==> src/tcw_pkg.sv <==
// ---------------------------------------------------------------------------
// tcw_pkg
// Shared types and constants of the text console writer: payload structs,
// controller states, command and status groups, character codes.
// ---------------------------------------------------------------------------
package tcw_pkg;

	localparam int MAX_CELLS = 4096;
	localparam int ADDR_W    = $clog2(MAX_CELLS);
	localparam int CNT_W     = ADDR_W + 1;
	localparam int CELL_W    = 16;
	localparam int COLS_W    = 8;
	localparam int ROWS_W    = 6;
	localparam int COL_W     = 7;
	localparam int ROW_W     = 5;
	localparam int PROD_W    = COLS_W + ROW_W + 1;
	localparam int CHAR_W    = 8;
	localparam int POS_W     = 12;
	localparam int CELL_A_W  = 12;

	localparam logic [COLS_W-1:0] MAX_COLS     = 8'd128;
	localparam logic [ROWS_W-1:0] MAX_ROWS     = 6'd32;
	localparam logic [COLS_W-1:0] RESET_COLS   = 8'd80;
	localparam logic [ROWS_W-1:0] RESET_ROWS   = 6'd25;
	localparam logic [CELL_W-1:0] TEXT_ATTRIBUTE = 16'h0F00;
	localparam logic [CELL_W-1:0] BLANK_CELL   = 16'h0020;

	localparam logic [CHAR_W-1:0] CH_LF = 8'h0A;
	localparam logic [CHAR_W-1:0] CH_CR = 8'h0D;
	localparam logic [CHAR_W-1:0] CH_BS = 8'h08;

	localparam logic KIND_PUT  = 1'b0;
	localparam logic KIND_READ = 1'b1;

	localparam logic CFG_COLUMNS = 1'b0;
	localparam logic CFG_ROWS    = 1'b1;

	typedef struct packed {
		logic                kind;
		logic [CHAR_W-1:0]   char_code;
		logic [CELL_A_W-1:0] cell_address;
	} req_t;

	typedef struct packed {
		logic [POS_W-1:0]  cursor_position;
		logic [CELL_W-1:0] cell_data;
	} rsp_t;

	typedef enum logic [2:0] {
		ST_CLEAR,
		ST_IDLE,
		ST_EXEC,
		ST_SCROLL,
		ST_DONE
	} state_t;

	typedef struct packed {
		logic capture;
		logic exec;
		logic clr_step;
		logic scroll_step;
		logic out_load;
	} cmd_t;

	typedef struct packed {
		logic clear_last;
		logic scroll_req;
		logic scroll_last;
	} sts_t;

endpackage

==> src/tcw_ctrl.sv <==
// ---------------------------------------------------------------------------
// tcw_ctrl
// Controller: clearing pass, item sequencing, scroll sweep and the
// handshakes of both channels.
// ---------------------------------------------------------------------------
module tcw_ctrl (
	input  logic          clk,
	input  logic          arst_n,
	input  logic          req_valid,
	output logic          req_stall,
	output logic          rsp_valid,
	input  logic          rsp_stall,
	input  tcw_pkg::sts_t sts,
	output tcw_pkg::cmd_t cmd
);
	import tcw_pkg::*;

	state_t state_q, state_d;
	logic   rsp_valid_q;
	logic   out_free;

	assign out_free = !rsp_valid_q || !rsp_stall;

	always_ff @(posedge clk or negedge arst_n) begin
		if (!arst_n) begin
			state_q     <= ST_CLEAR;
			rsp_valid_q <= 1'b0;
		end else begin
			state_q <= state_d;
			if (cmd.out_load)
				rsp_valid_q <= 1'b1;
			else if (!rsp_stall)
				rsp_valid_q <= 1'b0;
		end
	end

	always_comb begin
		state_d   = state_q;
		cmd       = '0;
		req_stall = 1'b1;
		case (state_q)
			ST_CLEAR: begin
				cmd.clr_step = 1'b1;
				if (sts.clear_last)
					state_d = ST_IDLE;
			end
			ST_IDLE: begin
				req_stall = 1'b0;
				if (req_valid) begin
					cmd.capture = 1'b1;
					state_d     = ST_EXEC;
				end
			end
			ST_EXEC: begin
				cmd.exec = 1'b1;
				state_d  = sts.scroll_req ? ST_SCROLL : ST_DONE;
			end
			ST_SCROLL: begin
				cmd.scroll_step = 1'b1;
				if (sts.scroll_last)
					state_d = ST_DONE;
			end
			ST_DONE: begin
				if (out_free) begin
					cmd.out_load = 1'b1;
					req_stall    = 1'b0;
					if (req_valid) begin
						cmd.capture = 1'b1;
						state_d     = ST_EXEC;
					end else begin
						state_d = ST_IDLE;
					end
				end
			end
			default: state_d = ST_CLEAR;
		endcase
	end

	assign rsp_valid = rsp_valid_q;

endmodule

==> config.mk <==
export PLATFORM = sky130hd
export DESIGN_NAME = tcw_ctrl
export DESIGN_NICKNAME = d
export VERILOG_FILES = /design/src/tcw_pkg.sv /design/src/tcw_ctrl.sv
export SDC_FILE = /design/constraint.sdc
export NUM_CORES = 1
export LEC_CHECK = 0
export BUFFER_PORTS_ARGS = -buffer_cell sky130_fd_sc_hd__buf_2
export CAP_MARGIN = 15
export CORE_AREA = 10 10 47 49
export CTS_CLUSTER_DIAMETER = 30
export DETAILED_ROUTE_END_ITERATION = 10
export DIE_AREA = 0 0 57 59
export PLACE_DENSITY = 0.46
export RECOVER_POWER = 50
export SYNTH_ARGS = -nofsm -noshare
export SYNTH_HDL_FRONTEND = slang
export SYNTH_SLANG_ARGS = --single-unit
==> constraint.sdc <==
create_clock -name clk -period 1.6 [get_ports clk]
set_clock_uncertainty 0.1 [all_clocks]
set_input_delay 0.32 -clock clk [delete_from_list [all_inputs] [get_ports clk]]
set_output_delay 0.32 -clock clk [all_outputs]
set_load 0.01 [all_outputs]
# After elaboration in Yosys (flattened, before gate mapping)
# Index checks and enable logic that the tools add are counted.
# totals
regBits	4
latch_bits	0
mem_bits_rw	0
mem_bits_ro	0
inputBits	7
output_inout_bits	7
wordCells	35
mem_count	0
# classes
n_addsub	0
mul	0
n_div	0
n_lt_le_gt_ge	0
n_eq_ne	9
n_shift	0
muxes	19
bitwise	0
reduce_logical	5
# ops
op	n
2-to-1 mux 3 bit	5
one-hot mux 3 bit (5 select lines)	1
2-to-1 mux 1 bit	10
!= test 2 bit (second input constant)	4
equality test 3 x 2 -> 1 bit (second input constant)	2
one-hot mux 1 bit (2 select lines)	2
AND reduction 4 bit	1
equality test 3 x 1 -> 1 bit (second input constant)	1
equality test 3 bit (second input constant)	1
logical NOT 3 bit	1
logical NOT 1 bit	2
2-to-1 mux 2 bit	1
!= test 2 x 1 -> 1 bit (second input constant)	1
logical OR 1 bit	1

# Longest topological paths before layout
# Gate-level depths: netlist of run 1.
# logic_depth
ltp_word	5
ltp_mapped	4
depth_no_buf	3

# Least setup slack after synthesis of run 1
# OpenSTA, ideal clock, no wires.
# synth_timing
path_type	reg2out
from	register state_q[0]
to	output req_stall
arrival_ps	995
required_ps	1180
setup_slack_ps	185
stages_incl_launch_ff	5
path_buffers	1
path_cell_list	dfrtp_1 buf_6 and2b_1 a21oi_1 or2_1
# synth_via
elab_chain_cells	2
word_cells_on_any_way	3
cone_classes	eq/ne: 2; mux: 1
# synth_rtl
element	line	text
from (decl)	tcw_ctrl.sv:18	state_t state_q, state_d;
from (signal assigned)	tcw_ctrl.sv:29	state_q <= state_d;
equality test 3 bit / equality test 3 x 1 -> 1 bit (equally long branches)	tcw_ctrl.sv:41	case (state_q)
one-hot mux 1 bit (2 select lines) *	tcw_ctrl.sv:41	
to (decl)	tcw_ctrl.sv:10	output logic req_stall,
# Mark *: on every way between the ends. The rest lies on a longest branch, timed or not.

# Worst setup path after layout of run 1
# Same ends and word-level chain as after synthesis.

==> implementation parameters, run 1 <==
Parameter                              Value

Outcome
  Status ... finished, violations left
  Violations in the final reports ... setup timing

Logic synthesis
  Simple-gate area share of the yosys netlist ... between 30 and 40%
  Post-synthesis cell count ... 37
  Average cell area after synthesis ... ~8.6 sq um
  Sequential cell area fraction in the yosys report ... 31.50%
  Synth unique cells ... 24
  Count of state elements after synthesis ... 4
  Main combinational cell family by area after synthesis ... simple AND/OR/NAND/NOR gates
  Fraction of the mapped netlist area in adder cells ... 0%
  Combined area of all synthesized cells ... between 300 and 400 sq um
  Synthesized-area fraction occupied by xor and xnor cells ... 0%
  Net count of the mapped netlist ... 44
  Yosys warnings ... 0
  Share of the synthesized area in compound gates (AO/OA/AOI/OAI) ... between 10% and 20%
  Share of synthesized area spent on multiplexers ... a little over 10%

Route
  Total vias in the final route ... between 300 and 400
  WL per Instance ... between 10 and 15 um
  Total DRC errors in the routed layout ... 0
  Number of search-and-repair iterations in the first detailed-routing pass ... 2
  Mean number of vias per cell ... 4.671
  Drt initial violations ... 1
  WL final ... about 900 um
  Antenna-violating nets left ... 0

Timing
  Min setup slack post-route ... -0.08516 ns
  Top achievable clock speed ... between 0.5 and 0.6 GHz
  Period Utilization, post-route ... 105.3%
  Slew of the pin with the lowest slew margin ... 0.1999 ns
  Final Critical Period ... 1.685 ns
  RSZ-0062 raised after global routing ... yes
  Summed negative setup slack over all endpoints ... -0.2011 ns
  Headroom to the max-slew limit ... between 80 and 90%
  Final number of max-transition violations ... 0
  Final count of negative-setup-slack endpoints ... 3
  Final hold violation count ... 0

Critical path
  Start-to-end type of the worst setup path ... flip-flop to primary output
  Nature of the critical path startpoint ... flip-flop
  Type of destination of the critical path ... primary output
  Worst EP required ... around 1.2 ns
  Maximum net fanout on the critical path ... 5
  CP cell instances ... and2b_1 -> a21oi_2 -> or2_1 -> buf_2
  Maximum single-stage delay on the critical path ... about 0.40 ns
  WP data arrival ... 1.27 ns
  CP max stage cell ... sky130_fd_sc_hd__dfrtp_1

Global route
  Wire length of the first global-routing pass ... between 1000 and 1500 um
  Global-route congestion overflow total ... 0
  Total track usage ... ~5.5%
  Number of antenna violations at the first check in global routing ... 0
  Maximum number of pins on one net before global-route repair ... 13
  Number of global-route vias before repair ... approximately 350

Place
  DP Wirelength ... 711 um
  Final weighted congestion of routability-driven global placement ... between 0.7 and 0.8
  Post-placement cell area ... between 400 and 500 sq um
  PortBufs ... 13

Clocking
  Root buf cell ... sky130_fd_sc_hd__clkbuf_4
  Total clock sinks ... 4
  Clock-pin slew on the worst setup and hold paths ... roughly 0.04 ns
  Number of CTS-inserted buffers ... 3
  H-tree depth ... 1
  Skew-Pair Late Insertion Delay ... roughly 0.24 ns
  Buffer depth of the longest clock path ... 2
  Clock tree from TritonCTS ... built

Floorplan
  Initial core utilization ... a little under a quarter
  Std-Cell Rows ... 14
  Die Footprint ... 3363 sq um
  Number of top-level pins ... 14
  Die height ... between 50 and 60 um
  Horizontal extent of the die ... around 57 um
  Core region area ... between 1000 and 1500 sq um

Finish
  Share of final-layout standard cells stronger than drive strength 1 ... 47.37%
  Final net count ... 66
  Area added between synthesis and finish ... 46.46%
  Count of inserted antenna diode cells ... 0
  Final Instance Area ... between 400 and 500 sq um
  Core Util, Final ... 33.21%

Flow run
  Max-capacitance violation count ... 0

Pwr
  Total power divided by cell area ... 1743 nW/um^2
  Maximum resistive drop on vdd ... about 0.55 mV
  Leakage ... about 0.22 nW

Min path
  Hold WC Path Type ... primary input to flip-flop
-- cell usage after synthesis --
library cell               instances  area (sq um)
sky130_fd_sc_hd__dfrtp_1           4         100.1
sky130_fd_sc_hd__nand2_1           3         11.26
sky130_fd_sc_hd__nand2b_1          3         18.77
sky130_fd_sc_hd__nor2_1            3         11.26
sky130_fd_sc_hd__a21oi_1           2         10.01
sky130_fd_sc_hd__buf_6             2         22.52
sky130_fd_sc_hd__mux2_2            2         22.52
sky130_fd_sc_hd__o21ai_0           2         10.01
sky130_fd_sc_hd__a211oi_1          1         7.510
sky130_fd_sc_hd__a22oi_1           1         7.510
sky130_fd_sc_hd__a31oi_1           1         6.260
sky130_fd_sc_hd__and2_1            1         6.260
sky130_fd_sc_hd__and2b_1           1         7.510
sky130_fd_sc_hd__and3_1            1         6.260
sky130_fd_sc_hd__and4bb_2          1         12.51
sky130_fd_sc_hd__inv_1             1         3.750
sky130_fd_sc_hd__mux2i_1           1         10.01
sky130_fd_sc_hd__nand3_1           1         5.000
sky130_fd_sc_hd__nor2b_1           1         6.260
sky130_fd_sc_hd__nor3_1            1         5.000
sky130_fd_sc_hd__o21ai_2           1         8.760
sky130_fd_sc_hd__o22ai_1           1         6.260
sky130_fd_sc_hd__or2_1             1         6.260
sky130_fd_sc_hd__or3_1             1         6.260
-- cell type report --
class	instances	area, sq um
clock buffers	3	22.52
fillers	167	935.9
inverters	1	3.754
multi-input cells	30	200.2
flip-flops and latches	4	101.3
well taps	16	20.02
repair buffers	19	117.6
-- path summary, 6_finish.rpt --
path / depth (start not counted) / start / to / slack (ns)
max in group asynchronous: 2 / arst_n / state_q[1] / 0.87
setup reg to reg: 4 / state_q[0] / state_q[2] / 0.31
min in group asynchronous: 2 / arst_n / state_q[2] / 0.33
hold reg to reg: 1 / state_q[1] / rsp_valid / 0.53
hold / removal: 3 / sts[0] / state_q[2] / 0.28
setup / recovery: 4 / state_q[0] / req_stall / -0.09
-- sequential cells by signal (all words and copies together) (netlist names) --
signal	cells
rsp_valid	1
state_q	3
-- what timing repair did --
action,in CTS,in global routing
endpoints found under the hold margin,4,0
setup buffers,2,0
hold buffers,1,0
endpoints found under the setup margin,5,5
resized for setup,3,1
pin swaps,1,1
-- cell families (layout without fill, tap and decap cells) --
group                  Yosys count  in the layout
and+or+nand+nor                 18             18
AOI/OAI and AO/OA                9              9
DFF                              4              4
muxes                            3              3
buffers and inverters            3             23
-- metal layers --
layer,track usage (%),up-vias,wire length (um)
li1,-,170,-
met1,5.589,161,420
met2,9.147,8,461
met3,2.575,2,33
met4,3.020,0,9
met5,0,-,0
-- per-stage QoR --
step           instances  power (mW)  hold slack [ns]  setup slack (ns)
6_report              73      0.8114           0.2816          -0.08516
5_1_grt               73      0.8773           0.2972           -0.1490
4_1_cts               73      0.8262           0.2785          -0.09682
3_5_place_dp          67      0.6400          0.02818            0.1313
3_3_place_gp          67      0.6477          0.02780            0.1485
2_1_floorplan         37      0.4999         -0.07559            0.1849
-- layout by cell type, fill, tap and decap left out --
master	netlist	layout
sky130_fd_sc_hd__a21oi_2	0	1
sky130_fd_sc_hd__clkbuf_4	0	3
sky130_fd_sc_hd__nor2_1	3	3
sky130_fd_sc_hd__inv_1	1	1
sky130_fd_sc_hd__buf_4	0	5
sky130_fd_sc_hd__buf_6	2	1
sky130_fd_sc_hd__o21ai_2	1	1
sky130_fd_sc_hd__or3_1	1	1
sky130_fd_sc_hd__and2b_1	1	1
sky130_fd_sc_hd__a211oi_1	1	1
sky130_fd_sc_hd__mux2_2	2	2
sky130_fd_sc_hd__a22oi_1	1	1
sky130_fd_sc_hd__a31oi_1	1	1
sky130_fd_sc_hd__nor2b_1	1	1
sky130_fd_sc_hd__nor3_1	1	1
sky130_fd_sc_hd__nand2_1	3	3
sky130_fd_sc_hd__or2_1	1	1
sky130_fd_sc_hd__dfrtp_2	0	1
sky130_fd_sc_hd__clkbuf_1	0	1
sky130_fd_sc_hd__buf_2	0	11
sky130_fd_sc_hd__and4bb_2	1	1
sky130_fd_sc_hd__nand3_1	1	1
sky130_fd_sc_hd__o22ai_1	1	1
sky130_fd_sc_hd__dfrtp_1	4	3
sky130_fd_sc_hd__o21ai_0	2	2
sky130_fd_sc_hd__a21oi_1	2	1
sky130_fd_sc_hd__nand2b_1	3	3
sky130_fd_sc_hd__and2_1	1	1
sky130_fd_sc_hd__dlygate4sd3_1	0	1
sky130_fd_sc_hd__mux2i_1	1	1
sky130_fd_sc_hd__and3_4	0	1
-- power breakdown --
group          leakage (nW)  total (mW)  switching, mW  internal, mW
logic                 0.157       0.482          0.228         0.254
registers            0.0507       0.201         0.0561         0.145
clock network        0.0138       0.129         0.0445        0.0841
total                 0.221       0.811          0.329         0.483
-- critical path: cells and delay by family (launching register included) --
kind / cells / cell delay, ns
and+or+nand+nor: 2 / 0.44
AOI/OAI and AO/OA: 1 / 0.06
DFF: 1 / 0.40
buffers and inverters: 1 / 0.14
Note: power is estimated with default switching activity, not from simulation.
==> run 2: changes to the inputs <==
--- a/config.mk
+++ b/config.mk
@@ -5,14 +5,17 @@
 export SDC_FILE = /design/constraint.sdc
 export NUM_CORES = 1
 export LEC_CHECK = 0
+export ABC_CLOCK_PERIOD_IN_PS = 1600
 export BUFFER_PORTS_ARGS = -buffer_cell sky130_fd_sc_hd__buf_2
 export CAP_MARGIN = 15
 export CORE_AREA = 10 10 47 49
 export CTS_CLUSTER_DIAMETER = 30
 export DETAILED_ROUTE_END_ITERATION = 10
 export DIE_AREA = 0 0 57 59
+export GPL_TIMING_DRIVEN = 1
 export PLACE_DENSITY = 0.46
 export RECOVER_POWER = 50
 export SYNTH_ARGS = -nofsm -noshare
 export SYNTH_HDL_FRONTEND = slang
 export SYNTH_SLANG_ARGS = --single-unit
+export TNS_END_PERCENT = 50
==> run 2 against run 1 <==
Net effect:
- the flow still finishes with violations (setup timing)
- sequential share of layout area is 0.54 points higher
- first-iteration DRC count is 100% higher
- routed wire length is 2.8% lower
- setup slack hardly changed
- via count is 0.59% lower
- clock power hardly changed
- critical path type unchanged
- highest routed layer unchanged
==> implementation parameters, run 2 (synthesis results as in run 1) <==
Parameter                              Value

Finish
  Area added between synthesis and finish ... 42.91%
  Commonest cells after routing, fill and taps aside ... sky130_fd_sc_hd__buf_2 (12), sky130_fd_sc_hd__buf_4 (5)
  Share of final-layout standard cells stronger than drive strength 1 ... a little under half
  Register ranked first by flip-flop count ... state_q
  Final net count ... 66
  Number of flip-flops in the largest register ... 3
  Post-Layout Cell Count ... 73
  Count of inserted antenna diode cells ... 0
  Leading cell type in the layout, fill and taps excluded ... sky130_fd_sc_hd__buf_2

Clocking
  H-tree depth ... 1
  Total clock sinks ... 4
  Clock-pin slew on the worst setup and hold paths ... 0.04 ns
  Clock tree from TritonCTS ... built
  Number of CTS-inserted buffers ... 3
  Root buf cell ... sky130_fd_sc_hd__clkbuf_4
  Skew-Pair Late Insertion Delay ... 0.24 ns
  Buffer depth of the longest clock path ... 2

Timing
  Final count of negative-setup-slack endpoints ... 3
  Final hold violation count ... 0
  Period Utilization, post-route ... 105.3%
  Final Critical Period ... 1.685 ns
  Top achievable clock speed ... 0.5935 GHz
  Headroom to the max-slew limit ... 86.68%
  Min setup slack post-route ... -0.08496 ns
  RSZ-0062 raised after global routing ... yes
  Final number of max-transition violations ... 0
  Slew of the pin with the lowest slew margin ... 0.1999 ns

Place
  Worst Setup Slack post-DPL ... between 0.1 and 0.15 ns
  PortBufs ... 13
  DP Wirelength ... a little over 700 um
  Final weighted congestion of routability-driven global placement ... 0.7565
  Count of placed standard cells including taps ... 67

Route
  WL per Instance ... approximately 12 um
  Drt initial violations ... 2
  Antenna-violating nets left ... 0
  Total vias in the final route ... 339
  Number of search-and-repair iterations in the first detailed-routing pass ... 4
  WL final ... between 800 and 900 um
  Mean number of vias per cell ... 4.644
  Total DRC errors in the routed layout ... 0

Critical path
  Start-to-end type of the worst setup path ... flip-flop to primary output
  Startpoint of the most critical register-to-register path ... state_q[0]
  Critical path destination ... cmd[0]
  Worst EP required ... 1.18 ns
  WP data arrival ... 1.26 ns
  Nature of the critical path startpoint ... flip-flop
  Critical path origin ... state_q[0]
  Slack of the worst reg-to-reg path ... around 0.31 ns
  Worst r2r dst ... state_q[2]
  Type of destination of the critical path ... primary output
  Worst R2R Path Depth ... 4
  Maximum net fanout on the critical path ... 5

Global route
  Number of antenna violations at the first check in global routing ... 0
  Global-route congestion overflow total ... 0
  Total track usage ... about 5.4%
  Wire length of the first global-routing pass ... about 1400 um
  Number of global-route vias before repair ... about 340
  Maximum number of pins on one net before global-route repair ... 13

Pwr
  Leakage ... 0.2226 nW
  Share of power burned in the clock network ... roughly 16%
  Switching portion of total power ... 40.67%
  Overall power after layout ... approximately 800 uW
  Register share of total power ... between 20% and 30%
  Logic pwr share ... between 50% and 60%
  Net Switching ... ~320 uW
  Maximum resistive drop on vdd ... 0.5529 mV
  Total power divided by cell area ... approximately 1800 nW/um^2
  Internal power ... roughly 470 uW

Floorplan
  Number of top-level pins ... 14
  Die height ... 59 um
  Horizontal extent of the die ... ~57 um
  Std-Cell Rows ... 14
  Core region area ... approximately 1400 sq um
  Die Footprint ... 3363 sq um
  Initial core utilization ... a little under a quarter

Outcome
  Violations in the final reports ... setup timing
  Status ... finished, violations left

Min path
  Hold WC Path Type ... primary input to flip-flop

Flow run
  Max-capacitance violation count ... 0
## run 2: what timing repair did
| action | 4_1_cts | 5_1_grt |
|---|---|---|
| setup buffers | 2 | 0 |
| hold buffers | 1 | 0 |
| resized for setup | 1 | 1 |
| hold endpoints to repair | 4 | 0 |
| endpoints found under the setup margin | 5 | 5 |
| pin swaps | 1 | 1 |
## run 2: metal layers
layer  global-route usage (%)  routed length [um]
met5                        0                   0
met4                    3.020                   9
met3                    2.575                  33
met2                    9.147                 467
met1                    5.351                 389
## run 2: area by class of cell
| class | instances | area (sq um) |
|---|---|---|
| Tap cell | 16 | 20.02 |
| Multi-Input combinational cell | 30 | 195.2 |
| Timing Repair Buffer | 19 | 111.4 |
| Sequential cell | 4 | 101.3 |
| Inverter | 1 | 3.754 |
| Fill cell | 167 | 947.2 |
| Clock buffer | 3 | 22.52 |
## run 2: worst min path at each step
| stage | startpoint | to | slack [ns] | cells past startpoint |
|---|---|---|---|---|
| after floorplan | arst_n | rsp_valid | -0.08 | 0 |
| after global placement | arst_n | rsp_valid | 0.03 | 1 |
| after detailed placement | arst_n | rsp_valid | 0.03 | 1 |
| after CTS | sts[0] | state_q[2] | 0.28 | 3 |
| after global routing | sts[0] | state_q[2] | 0.30 | 3 |
| final | sts[0] | state_q[2] | 0.28 | 3 |
## run 2: per-stage QoR
step | TNS, ns | util [%] | hold slack, ns | cell area (sq um)
after floorplan | 0 | - | -0.07559 | 317.8
after global placement | 0 | 28.75 | 0.02780 | 402.9
after detailed placement | 0 | 28.75 | 0.02818 | 402.9
after CTS | -0.2623 | 32.41 | 0.2785 | 454.2
after global routing | -0.4937 | 32.41 | 0.2972 | 454.2
final | -0.1965 | 32.41 | 0.2848 | 454.2
## run 2: power groups by stage
stage	Combinational (mW)	Sequential, mW	Clock (mW)
after detailed placement	0.440	0.200	0
after CTS	0.479	0.198	0.137
after global placement	0.446	0.202	0
final	0.469	0.200	0.128
after floorplan	0.322	0.178	0
after global routing	0.514	0.209	0.141
## run 2: critical path: stages (launching register included)
cell and delay [ns]:
sky130_fd_sc_hd__dfrtp_1 0.37, sky130_fd_sc_hd__and2b_1 0.22, sky130_fd_sc_hd__buf_4 0.14, sky130_fd_sc_hd__and3_1 0.16, sky130_fd_sc_hd__buf_2 0.13
